[src/rtl/imh_pkg.sv]
// shared types, constants and control store for the indexed min-heap insert block
// no dependencies
package imh_pkg;

    localparam int CAPACITY_DEF = 16;
    localparam int ID_W         = 4;
    localparam int PRIO_W       = 32;
    localparam int STEP_W       = 3;

    typedef enum logic [1:0] {
        ST_ACCEPTED = 2'd0,
        ST_PRESENT  = 2'd1,
        ST_FULL     = 2'd2
    } t_status;

    typedef struct packed {
        logic [ID_W-1:0]          item_id;
        logic signed [PRIO_W-1:0] priority_req;
    } t_in_item;

    typedef struct packed {
        t_status                  status;
        logic [3:0]               final_slot;
        logic [4:0]               entry_count;
        logic [ID_W-1:0]          top_id;
        logic signed [PRIO_W-1:0] top_priority;
    } t_out_item;

    typedef struct packed {
        logic [ID_W-1:0]          id;
        logic signed [PRIO_W-1:0] prio;
    } t_entry;

    typedef enum logic [2:0] {
        OP_FETCH,
        OP_CHECK,
        OP_SIFT,
        OP_PLACE,
        OP_DONE
    } t_op;

    typedef enum logic [2:0] {
        C_ACCEPT,
        C_REJECT,
        C_SWAP_UP,
        C_ALWAYS,
        C_OUT_FREE
    } t_cond;

    typedef struct packed {
        t_op              op;
        t_cond            cond;
        logic [STEP_W-1:0] tgt_t;
        logic [STEP_W-1:0] tgt_f;
    } t_uword;

    typedef struct packed {
        t_op op;
    } t_ctrl;

    typedef struct packed {
        logic accept;
        logic reject;
        logic swap_up;
        logic out_free;
    } t_flags;

    localparam logic [STEP_W-1:0] STEP_FETCH = 3'd0;
    localparam logic [STEP_W-1:0] STEP_CHECK = 3'd1;
    localparam logic [STEP_W-1:0] STEP_SIFT  = 3'd2;
    localparam logic [STEP_W-1:0] STEP_PLACE = 3'd3;
    localparam logic [STEP_W-1:0] STEP_DONE  = 3'd4;

    function automatic t_uword ucode_rom(input logic [STEP_W-1:0] step);
        t_uword w;
        case (step)
            STEP_FETCH: w = '{OP_FETCH, C_ACCEPT,   STEP_CHECK, STEP_FETCH};
            STEP_CHECK: w = '{OP_CHECK, C_REJECT,   STEP_DONE,  STEP_SIFT};
            STEP_SIFT:  w = '{OP_SIFT,  C_SWAP_UP,  STEP_SIFT,  STEP_PLACE};
            STEP_PLACE: w = '{OP_PLACE, C_ALWAYS,   STEP_DONE,  STEP_DONE};
            STEP_DONE:  w = '{OP_DONE,  C_OUT_FREE, STEP_FETCH, STEP_DONE};
            default:    w = '{OP_FETCH, C_ALWAYS,   STEP_FETCH, STEP_FETCH};
        endcase
        return w;
    endfunction

endpackage

[src/rtl/imh_ucode.sv]
// microcode sequencer: step counter, control store lookup and conditional jumps
// depends on imh_pkg
module imh_ucode (
    input  logic            i_clk,
    input  logic            i_rst_n,
    input  imh_pkg::t_flags i_flags,
    output imh_pkg::t_ctrl  o_ctrl
);
    import imh_pkg::*;

    logic [STEP_W-1:0] r_step;
    logic [STEP_W-1:0] n_step;
    t_uword            w;
    logic              cond_true;

    assign w = ucode_rom(r_step);

    always_comb begin
        case (w.cond)
            C_ACCEPT:   cond_true = i_flags.accept;
            C_REJECT:   cond_true = i_flags.reject;
            C_SWAP_UP:  cond_true = i_flags.swap_up;
            C_ALWAYS:   cond_true = 1'b1;
            C_OUT_FREE: cond_true = i_flags.out_free;
            default:    cond_true = 1'b1;
        endcase
    end

    always_comb begin
        n_step = cond_true ? w.tgt_t : w.tgt_f;
    end

    always_comb begin
        o_ctrl.op = w.op;
    end

    always_ff @(posedge i_clk) begin
        if (!i_rst_n) begin
            r_step <= STEP_FETCH;
        end else begin
            r_step <= n_step;
        end
    end

endmodule

[src/rtl/imh_datapath.sv]
// heap datapath: slot memory, id map, presence flags, count, top copy and result register
// depends on imh_pkg; driven by imh_ucode
module imh_datapath #(
    parameter int CAPACITY = imh_pkg::CAPACITY_DEF
) (
    input  logic               i_clk,
    input  logic               i_rst_n,
    input  imh_pkg::t_ctrl     i_ctrl,
    output imh_pkg::t_flags    o_flags,
    input  logic               i_in_valid,
    output logic               o_in_ready,
    input  imh_pkg::t_in_item  i_in_item,
    output logic               o_out_valid,
    input  logic               i_out_ready,
    output imh_pkg::t_out_item o_out_item
);
    import imh_pkg::*;

    localparam int SLOT_W   = $clog2(CAPACITY);
    localparam int CNT_W    = $clog2(CAPACITY + 1);
    localparam int ID_DEPTH = (CAPACITY < 16) ? CAPACITY : 16;
    localparam int IDX_W    = $clog2(ID_DEPTH);

    t_entry             mem_heap [CAPACITY];
    logic [SLOT_W-1:0]  mem_pos  [ID_DEPTH];

    logic [ID_W-1:0]          r_id;
    logic signed [PRIO_W-1:0] r_prio;
    logic [SLOT_W-1:0]        r_slot;
    logic [SLOT_W-1:0]        n_slot;
    logic [CNT_W-1:0]         r_count;
    logic [ID_DEPTH-1:0]      r_present;
    t_status                  r_status;
    t_entry                   r_top;
    t_entry                   r_rdata;
    logic                     r_out_valid;
    t_out_item                r_out;

    logic              accept;
    logic              id_ok;
    logic              full;
    logic              reject;
    t_status           chk_status;
    logic              swap;
    logic [SLOT_W-1:0] slot_parent;
    logic [SLOT_W-1:0] rd_addr;
    logic              out_free;
    logic              heap_we;
    t_entry            heap_wd;
    logic              pos_we;
    logic [IDX_W-1:0]  pos_wa;

    assign o_in_ready = (i_ctrl.op == OP_FETCH);
    assign accept     = i_in_valid && o_in_ready;
    assign id_ok      = ({{(32-ID_W){1'b0}}, r_id} < 32'(CAPACITY));
    assign full       = (r_count == CNT_W'(CAPACITY));
    assign out_free   = !r_out_valid || i_out_ready;
    assign slot_parent = (r_slot - SLOT_W'(1)) >> 1;
    assign swap       = (r_slot != '0) && (r_prio <= r_rdata.prio);

    always_comb begin
        reject     = 1'b0;
        chk_status = ST_ACCEPTED;
        if (!id_ok || full) begin
            reject     = 1'b1;
            chk_status = ST_FULL;
        end else if (r_present[r_id[IDX_W-1:0]]) begin
            reject     = 1'b1;
            chk_status = ST_PRESENT;
        end
    end

    always_comb begin
        o_flags.accept   = accept;
        o_flags.reject   = reject;
        o_flags.swap_up  = swap && (slot_parent != '0);
        o_flags.out_free = out_free;
    end

    // next slot and parent read address
    always_comb begin
        n_slot = r_slot;
        case (i_ctrl.op)
            OP_CHECK: begin
                n_slot = reject ? '0 : r_count[SLOT_W-1:0];
            end
            OP_SIFT: begin
                if (swap) begin
                    n_slot = slot_parent;
                end
            end
            default: begin
                n_slot = r_slot;
            end
        endcase
    end

    assign rd_addr = (n_slot - SLOT_W'(1)) >> 1;

    always_comb begin
        heap_we = 1'b0;
        heap_wd = r_rdata;
        pos_we  = 1'b0;
        pos_wa  = r_rdata.id[IDX_W-1:0];
        case (i_ctrl.op)
            OP_SIFT: begin
                heap_we = swap;
                pos_we  = swap;
            end
            OP_PLACE: begin
                heap_we = 1'b1;
                heap_wd = '{id: r_id, prio: r_prio};
                pos_we  = 1'b1;
                pos_wa  = r_id[IDX_W-1:0];
            end
            default: begin
                heap_we = 1'b0;
            end
        endcase
    end

    always_ff @(posedge i_clk) begin
        if (heap_we) begin
            mem_heap[r_slot] <= heap_wd;
        end
        r_rdata <= mem_heap[rd_addr];
    end

    always_ff @(posedge i_clk) begin
        if (pos_we) begin
            mem_pos[pos_wa] <= r_slot;
        end
    end

    always_ff @(posedge i_clk) begin
        if (accept) begin
            r_id   <= i_in_item.item_id;
            r_prio <= i_in_item.priority_req;
        end
        if (i_ctrl.op == OP_CHECK) begin
            r_status <= chk_status;
        end
        r_slot <= n_slot;
        if (i_ctrl.op == OP_PLACE && r_slot == '0) begin
            r_top <= '{id: r_id, prio: r_prio};
        end
        if (i_ctrl.op == OP_DONE && out_free) begin
            r_out.status      <= r_status;
            r_out.final_slot  <= 4'(r_slot);
            r_out.entry_count <= 5'(r_count);
            r_out.top_id      <= (r_count == '0) ? '0 : r_top.id;
            r_out.top_priority <= (r_count == '0) ? '0 : r_top.prio;
        end
    end

    always_ff @(posedge i_clk) begin
        if (!i_rst_n) begin
            r_count     <= '0;
            r_present   <= '0;
            r_out_valid <= 1'b0;
        end else begin
            if (i_ctrl.op == OP_CHECK && !reject) begin
                r_count                     <= r_count + CNT_W'(1);
                r_present[r_id[IDX_W-1:0]] <= 1'b1;
            end
            if (i_ctrl.op == OP_DONE && out_free) begin
                r_out_valid <= 1'b1;
            end else if (i_out_ready) begin
                r_out_valid <= 1'b0;
            end
        end
    end

    assign o_out_valid = r_out_valid;
    assign o_out_item  = r_out;

`ifndef NO_ASSERTIONS
    a_count_bound: assert property (@(posedge i_clk) disable iff (!i_rst_n)
        r_count <= CNT_W'(CAPACITY))
        else $error("entry count above capacity");

    a_count_matches_present: assert property (@(posedge i_clk) disable iff (!i_rst_n)
        $countones(r_present) == int'(r_count))
        else $error("presence flags disagree with entry count");

    a_reject_slot_zero: assert property (@(posedge i_clk) disable iff (!i_rst_n)
        o_out_valid && o_out_item.status != ST_ACCEPTED |-> o_out_item.final_slot == '0)
        else $error("rejected item reports a non-zero slot");

    a_accept_grows: assert property (@(posedge i_clk) disable iff (!i_rst_n)
        i_ctrl.op == OP_CHECK && !reject |=> r_count == $past(r_count) + CNT_W'(1))
        else $error("accepted insert did not grow the heap");
`endif

endmodule

[src/rtl/indexed_min_heap_insert.sv]
// indexed binary min-heap, insert side; built from imh_pkg, imh_ucode and imh_datapath
// steps: fetch, check, then a refused item goes straight to done; an inserted one passes
// through sift-up, place and done; the result is registered in done once the output is free
// one item at a time: a new item is taken only after the result of the last one is registered;
// sift-up climbs one level a cycle through the single registered read port of the slot memory
// reset: synchronous active low, empties the heap and clears the presence flags; no clearing pass
module indexed_min_heap_insert #(
    parameter int CAPACITY = imh_pkg::CAPACITY_DEF
) (
    input  logic               i_clk,
    input  logic               i_rst_n,
    input  logic               i_in_valid,
    output logic               o_in_ready,
    input  imh_pkg::t_in_item  i_in_item,
    output logic               o_out_valid,
    input  logic               i_out_ready,
    output imh_pkg::t_out_item o_out_item
);
    import imh_pkg::*;

    t_ctrl  ctrl;
    t_flags flags;

    imh_ucode u_ucode (
        .i_clk   (i_clk),
        .i_rst_n (i_rst_n),
        .i_flags (flags),
        .o_ctrl  (ctrl)
    );

    imh_datapath #(
        .CAPACITY (CAPACITY)
    ) u_datapath (
        .i_clk       (i_clk),
        .i_rst_n     (i_rst_n),
        .i_ctrl      (ctrl),
        .o_flags     (flags),
        .i_in_valid  (i_in_valid),
        .o_in_ready  (o_in_ready),
        .i_in_item   (i_in_item),
        .o_out_valid (o_out_valid),
        .i_out_ready (i_out_ready),
        .o_out_item  (o_out_item)
    );

endmodule

[config.mk]
export PLATFORM = sky130hd
export DESIGN_NAME = indexed_min_heap_insert
export DESIGN_NICKNAME = d
export VERILOG_FILES = /design/src/rtl/imh_pkg.sv /design/src/rtl/imh_ucode.sv /design/src/rtl/imh_datapath.sv /design/src/rtl/indexed_min_heap_insert.sv
export SDC_FILE = /design/constraint.sdc
export NUM_CORES = 1
export LEC_CHECK = 0
export BUFFER_PORTS_ARGS = -buffer_cell sky130_fd_sc_hd__buf_4
export CAP_MARGIN = 20
export CORE_ASPECT_RATIO = 2
export CORE_UTILIZATION = 55
export DETAILED_ROUTE_END_ITERATION = 10
export PLACE_DENSITY = 0.73
export SYNTH_ARGS = -nofsm -noshare
export SYNTH_HDL_FRONTEND = slang
export SYNTH_HIERARCHICAL = 1
export SYNTH_SLANG_ARGS = --single-unit
[constraint.sdc]
create_clock -name i_clk -period 10.3 [get_ports i_clk]
set_input_delay 2.06 -clock i_clk [delete_from_list [all_inputs] [get_ports i_clk]]
set_output_delay 2.06 -clock i_clk [all_outputs]
set_load 0.03 [all_outputs]
# Word-level counts from Yosys, hierarchy flattened
# Memory sizes are Yosys's and may differ from the RTL's. A register that Yosys moved wholly into a read port is not among the register bits.
# Cells that the tools add are included.
# op_classes
addsub	3
order_cmp	3
n_eq_ne	12
n_mux	19
bitwise	1
n_reduce_logical	18
# op_table
cell	count
12-bit case mux with 5 select lines	1
36-bit two-way mux	1
32-bit less-or-equal comparator	1
16-bit bitwise OR	1
3-bit by 2-bit equality test with 1-bit output (second input constant)	5
3-bit by 1-bit equality test with 1-bit output (second input constant)	3
3-bit equality test (second input constant)	3
3-bit logical NOT	3
1-bit two-way mux	9
4-bit two-way mux	2
4-bit case mux with 2 select lines	1
4-bit nonzero test	2
4-bit by 1-bit subtractor with 4-bit output (second input constant)	2
1-bit logical AND	7
5-bit by 1-bit adder with 5-bit output (second input constant)	1
5-bit equality test (second input constant)	1
5-bit logical NOT	1
4-bit by 5-bit < comparator with 1-bit output (second input constant)	1
1-bit binary-select mux with 4-bit select	1
1-bit demux with 4-bit select	1
4-bit by 1-bit >= comparator with 1-bit output (second input constant)	1
4-bit logical NOT	1
1-bit case mux with 4 select lines	1
3-bit two-way mux	1
other kinds (4)	5
# totals
ff_bits	150
mem_bits_rw	576
output_inout_bits	49
wordCells	72
mem_count	1
# mem_list
name	words	word_bits	read_ports	rd_clocked_by_memory_dff	wr	line	text
u_datapath.mem_heap	16	36	1	1	1	imh_datapath.sv:24	t_entry mem_heap [CAPACITY];

# Depth between registers and ports, before layout
# logic_depth
ltp_word	7
ltp_mapped	18
mapped_depth_nobuf	17

# Modules after synthesis
# The synthesis kept the hierarchy.
# modules_own_cells
mod	n_inst	cells_per_inst	area_per_inst_um2
imh_datapath	1	909	16971.3
imh_ucode	1	16	161.4

# Worst setup path before layout
# Ideal clock, no wire load.
# synth_path
kind	reg-to-reg
startpoint	register u_datapath.r_prio[19]
endpoint	memory u_datapath/mem_heap[1][0] in the netlist's numbering (enable)
t_arrival_ns	4.772
t_required_ns	9.832
setup_slack_ns	5.060
path_stages_with_launch	12
n_path_buf	0
period_less_slack_ns	5.240
path_cell_list	edfxtp_1 -> ha_1 -> and3_1 -> a221oi_1 -> or4_1 -> nand4_1 -> nand4b_1 -> and2_1 -> nor2_1 -> nor2_1 -> or3_1 -> nor3b_1
# synth_between
elab_chain_cells	5
# synth_rtl
item	line	text
start: declaration	imh_datapath.sv:28	logic signed [PRIO_W-1:0] r_prio;
start signal: assignment	imh_datapath.sv:138	r_prio <= i_in_item.priority_req;
32-bit less-or-equal comparator	imh_datapath.sv:59	assign swap = (r_slot != '0) && (r_prio <= r_rdata.prio);
1-bit logical AND	imh_datapath.sv:59	
1-bit case mux with 2 select lines	imh_datapath.sv:105	case (i_ctrl.op)
1-bit two-way mux (2 in series)	n/a	
end: declaration	imh_datapath.sv:24	
# No other way between the ends.

# Final worst setup path
# layout_path
startpoint	register u_datapath.r_id[1]
endpoint	register u_datapath/r_rdata[20] (netlist name)
# layout_between
elab_chain_cells	7
# layout_rtl
item	line	text
start: declaration	imh_datapath.sv:27	logic [ID_W-1:0] r_id;
start signal: assignment	imh_datapath.sv:137	r_id <= i_in_item.item_id;
1-bit binary-select mux with 4-bit select	imh_datapath.sv:67	end else if (r_present[r_id[IDX_W-1:0]]) begin
1-bit two-way mux (not written as such)	imh_datapath.sv:67	
1-bit two-way mux	imh_datapath.sv:67	
1-bit two-way mux	imh_datapath.sv:64	if (!id_ok || full) begin
4-bit two-way mux	imh_datapath.sv:85	n_slot = reject ? '0 : r_count[SLOT_W-1:0];
4-bit case mux with 2 select lines	imh_datapath.sv:83	case (i_ctrl.op)
via u_datapath.n_slot[0]	imh_datapath.sv:30	logic [SLOT_W-1:0] n_slot;
4-bit by 1-bit subtractor with 4-bit output	imh_datapath.sv:98	assign rd_addr = (n_slot - SLOT_W'(1)) >> 1;
# The timed path passes the listed nets, and every way through them passes these cells. The select of a mux whose other input is x is not followed.
# A chain may end at the register's enable or synchronous reset.

==> qor.yml <==
outcome: "complete, no violations"
final_common_cell: "edfxtp_1"
power_density_mw_per_mm2: 296
final_core_util_pct: 63.5
path_buf_inv: 2
clk_path_buf_depth: 3
antenna_found_initial: 0
grt_pass1_wl_um: 50700
min_period_ns: 5.43
synth_flop_cell: "edfxtp_1"
worst-setup-path-type: "reg -> reg"
drive_above_1_share_pct: 28.9
synth_top_family_by_area: "multiplexers"
ff_latch_area_mm2: 0.0125
drtPass1Iterations: 5
io_pins: 89
ys_ff_latch: 438
layout.cells.non_filler: 1436
final_cell_mix: "377 x edfxtp_1, 105 x buf_4, 66 x mux4_2"
maxSlewViolCount: 0
cts_setup_buffers: 0
finClkSkew_ns: 0.0238
n_antenna_cell: 0
start_kind: "register"
start_util_pct: 55.7
antenna_left: 0
drtIter0Drc: 561
setup_violations: 0
ys_seq_area_share_pct: 73.2
vias: 8501
wirelength_um: 33500
gp_congestion: 0.815
slowest_stage: "edfxtp_1"
critPathMaxFanout: 48
synth_edf_count: 377
synth_area_per_cell_um2: 18.5
p_leak_uw: 0.00671
rsz0062_at_grt: "false"
place.port_buffers: 88
maxCapViolCount: 0
dieHeight_um: 252
netlist_instances: 925
die_area_mm2: 0.0319
cts_resized: 0
fp-row-count: 91
crit_required_ns: 10.73
htreeDepth: 2
postCtsHoldBufs: 0
end_kind: "register"
synthSimpleGateAreaFrac_pct: 5.48
cts-root-buf: "clkbuf_16"
path_clk_slew_ns: 0.07
yosysWarningCount: 6
crit_family: "multiplexers"
die_x_um: 127
tightest_slew_ns: 0.998
muxShareOfSynthArea_pct: 13.6
grt-ovfl-total: 0
hold_class: "reg -> reg"
max_stage_delay_ns: 0.87
grt_max_degree: 65
drc_errors: 0
cts_made_buffers: 38
peakVddDrop_mv: 0.260
synthAdderAreaFrac_pct: 2.85
async_flop_share_pct: 0
syn_nets: 1004
nFillCells: 2133
clock_sinks: 438
synth.distinct_cells: 55
grt_usage_pct: 21.9
grt_pass1_vias: 8851
cts_tree: "built"
fmax_ghz: 0.184
synth_compound_area_share_pct: 2.43
multiInputGateArea_mm2: 0.00430
setup-tns-final_ns: 0
place_inst: 1367
crit_path_cell_trace: "mux2i_1, mux4_2, mux2_2, and2_1, nor2b_1, a22oi_1, nand2b_1, inv_1, ha_4, buf_4, mux4_2, mux2_2"
vias_per_cell: 5.92
fin_nets: 1114
post-route-period-util_pct: 52.7
hold_viol: 0
placeableCoreArea_mm2: 0.0307
dp_hpwl_um: 19200
wl_per_cell_um: 23.4
area_delta_synth_final_pct: 14.0
max_slew_margin_pct: 33.5
cp.arrival_ns: 5.86
synth_area_mm2: 0.0171
synth_xor_area_share_pct: 0.416
insertion_delay_ns: 0.55
worst paths after layout:
kind                                              from                                  end  slack (ns)  cells after the start
setup reg to reg          u_datapath/r_id[1]$_DFFE_PP_       u_datapath/r_rdata[20]$_DFF_P_        4.87                     12
hold / removal    u_datapath/r_status[0]$_SDFFCE_PP0P_  u_datapath/o_out_item[45]$_DFFE_PP_        0.43                      0
setup / recovery          u_datapath/r_id[1]$_DFFE_PP_       u_datapath/r_rdata[20]$_DFF_P_        4.87                     12
hold reg to reg   u_datapath/r_status[0]$_SDFFCE_PP0P_  u_datapath/o_out_item[45]$_DFFE_PP_        0.43                      0
kinds of logic after synthesis:
logic type                 after synthesis
DFF                                    438
muxes                                  143
xor gates and xnor gates                 6
buffers and inverters                   75
adders and majority gates               39
AOI/OAI and AO/OA                       61
and+or+nand+nor                        163
worst reg2reg max path: stages (launching register included):
cell	delay [ns]
edfxtp_1	0.87
mux2i_1	0.36
mux4_2	0.27
mux2_2	0.21
and2_1	0.17
nor2b_1	0.73
a22oi_1	0.23
nand2b_1	0.14
inv_1	0.08
ha_4	0.49
buf_4	0.84
mux4_2	0.66
mux2_2	0.27
per-layer routing:
layer  up-vias  wire length (um)  global-route usage (%)
met4         0              1160                    10.3
met1      4363             12300                    24.4
li1       3815                 -                       -
met3        76              1610                    3.33
met5         -                 0                       0
met2       247             18500                    40.4
power by group:
part           switching (uW)  internal [uW]  total [uW]
clock network             615            858        1470
registers                 101           2260        2360
logic                     988            966        1950
total                    1700           4080        5790
cell usage after synthesis, drive strengths merged (9+ instances only):
library cell	instances	area share, %
edfxtp	377	66
mux4	66	8.7
mux2	65	4.3
dfxtp	61	7.1
nor2b	54	2.0
inv	40	0.88
ha	39	2.8
nor2	25	0.55
a21oi	20	0.58
clkbuf	20	0.44
nand2	17	0.37
buf	15	0.65
mux2i	12	0.70
nand2b	9	0.33
o21ai	9	0.26
metrics by stage:
stage          total power [uW]  hold WS [ns]  instance area (um2)  setup WS, ns
2_1_floorplan              3920         0.400                17100          5.06
3_3_place_gp               4310         0.402                18200          4.96
3_5_place_dp               4370         0.407                18200          4.82
4_1_cts                    5850         0.425                19500          4.83
5_1_grt                    6060         0.432                19500          4.51
6_report                   5790         0.427                19500          4.87
registers in the layout, summed over array words and instances, names as in the netlist, 5 cells and up:
register	count
u_datapath/mem_heap	256
u_datapath/o_out_item	47
u_datapath/r_top	36
u_datapath/r_prio	32
u_datapath/r_rdata	32
u_datapath/r_present	16
u_datapath/r_count	5
layout make-up:
| cell class | instances | share of cell area [%] |
|---|---|---|
| flip-flops and latches | 438 | 64.2 |
| inverters | 40 | 0.769 |
| clock inverters | 19 | 1.30 |
| multi-input cells | 412 | 22.0 |
| repair buffers | 105 | 4.04 |
| clock buffers | 50 | 5.26 |
| well taps | 372 | 2.38 |
(Power assumes the default switching activity.)
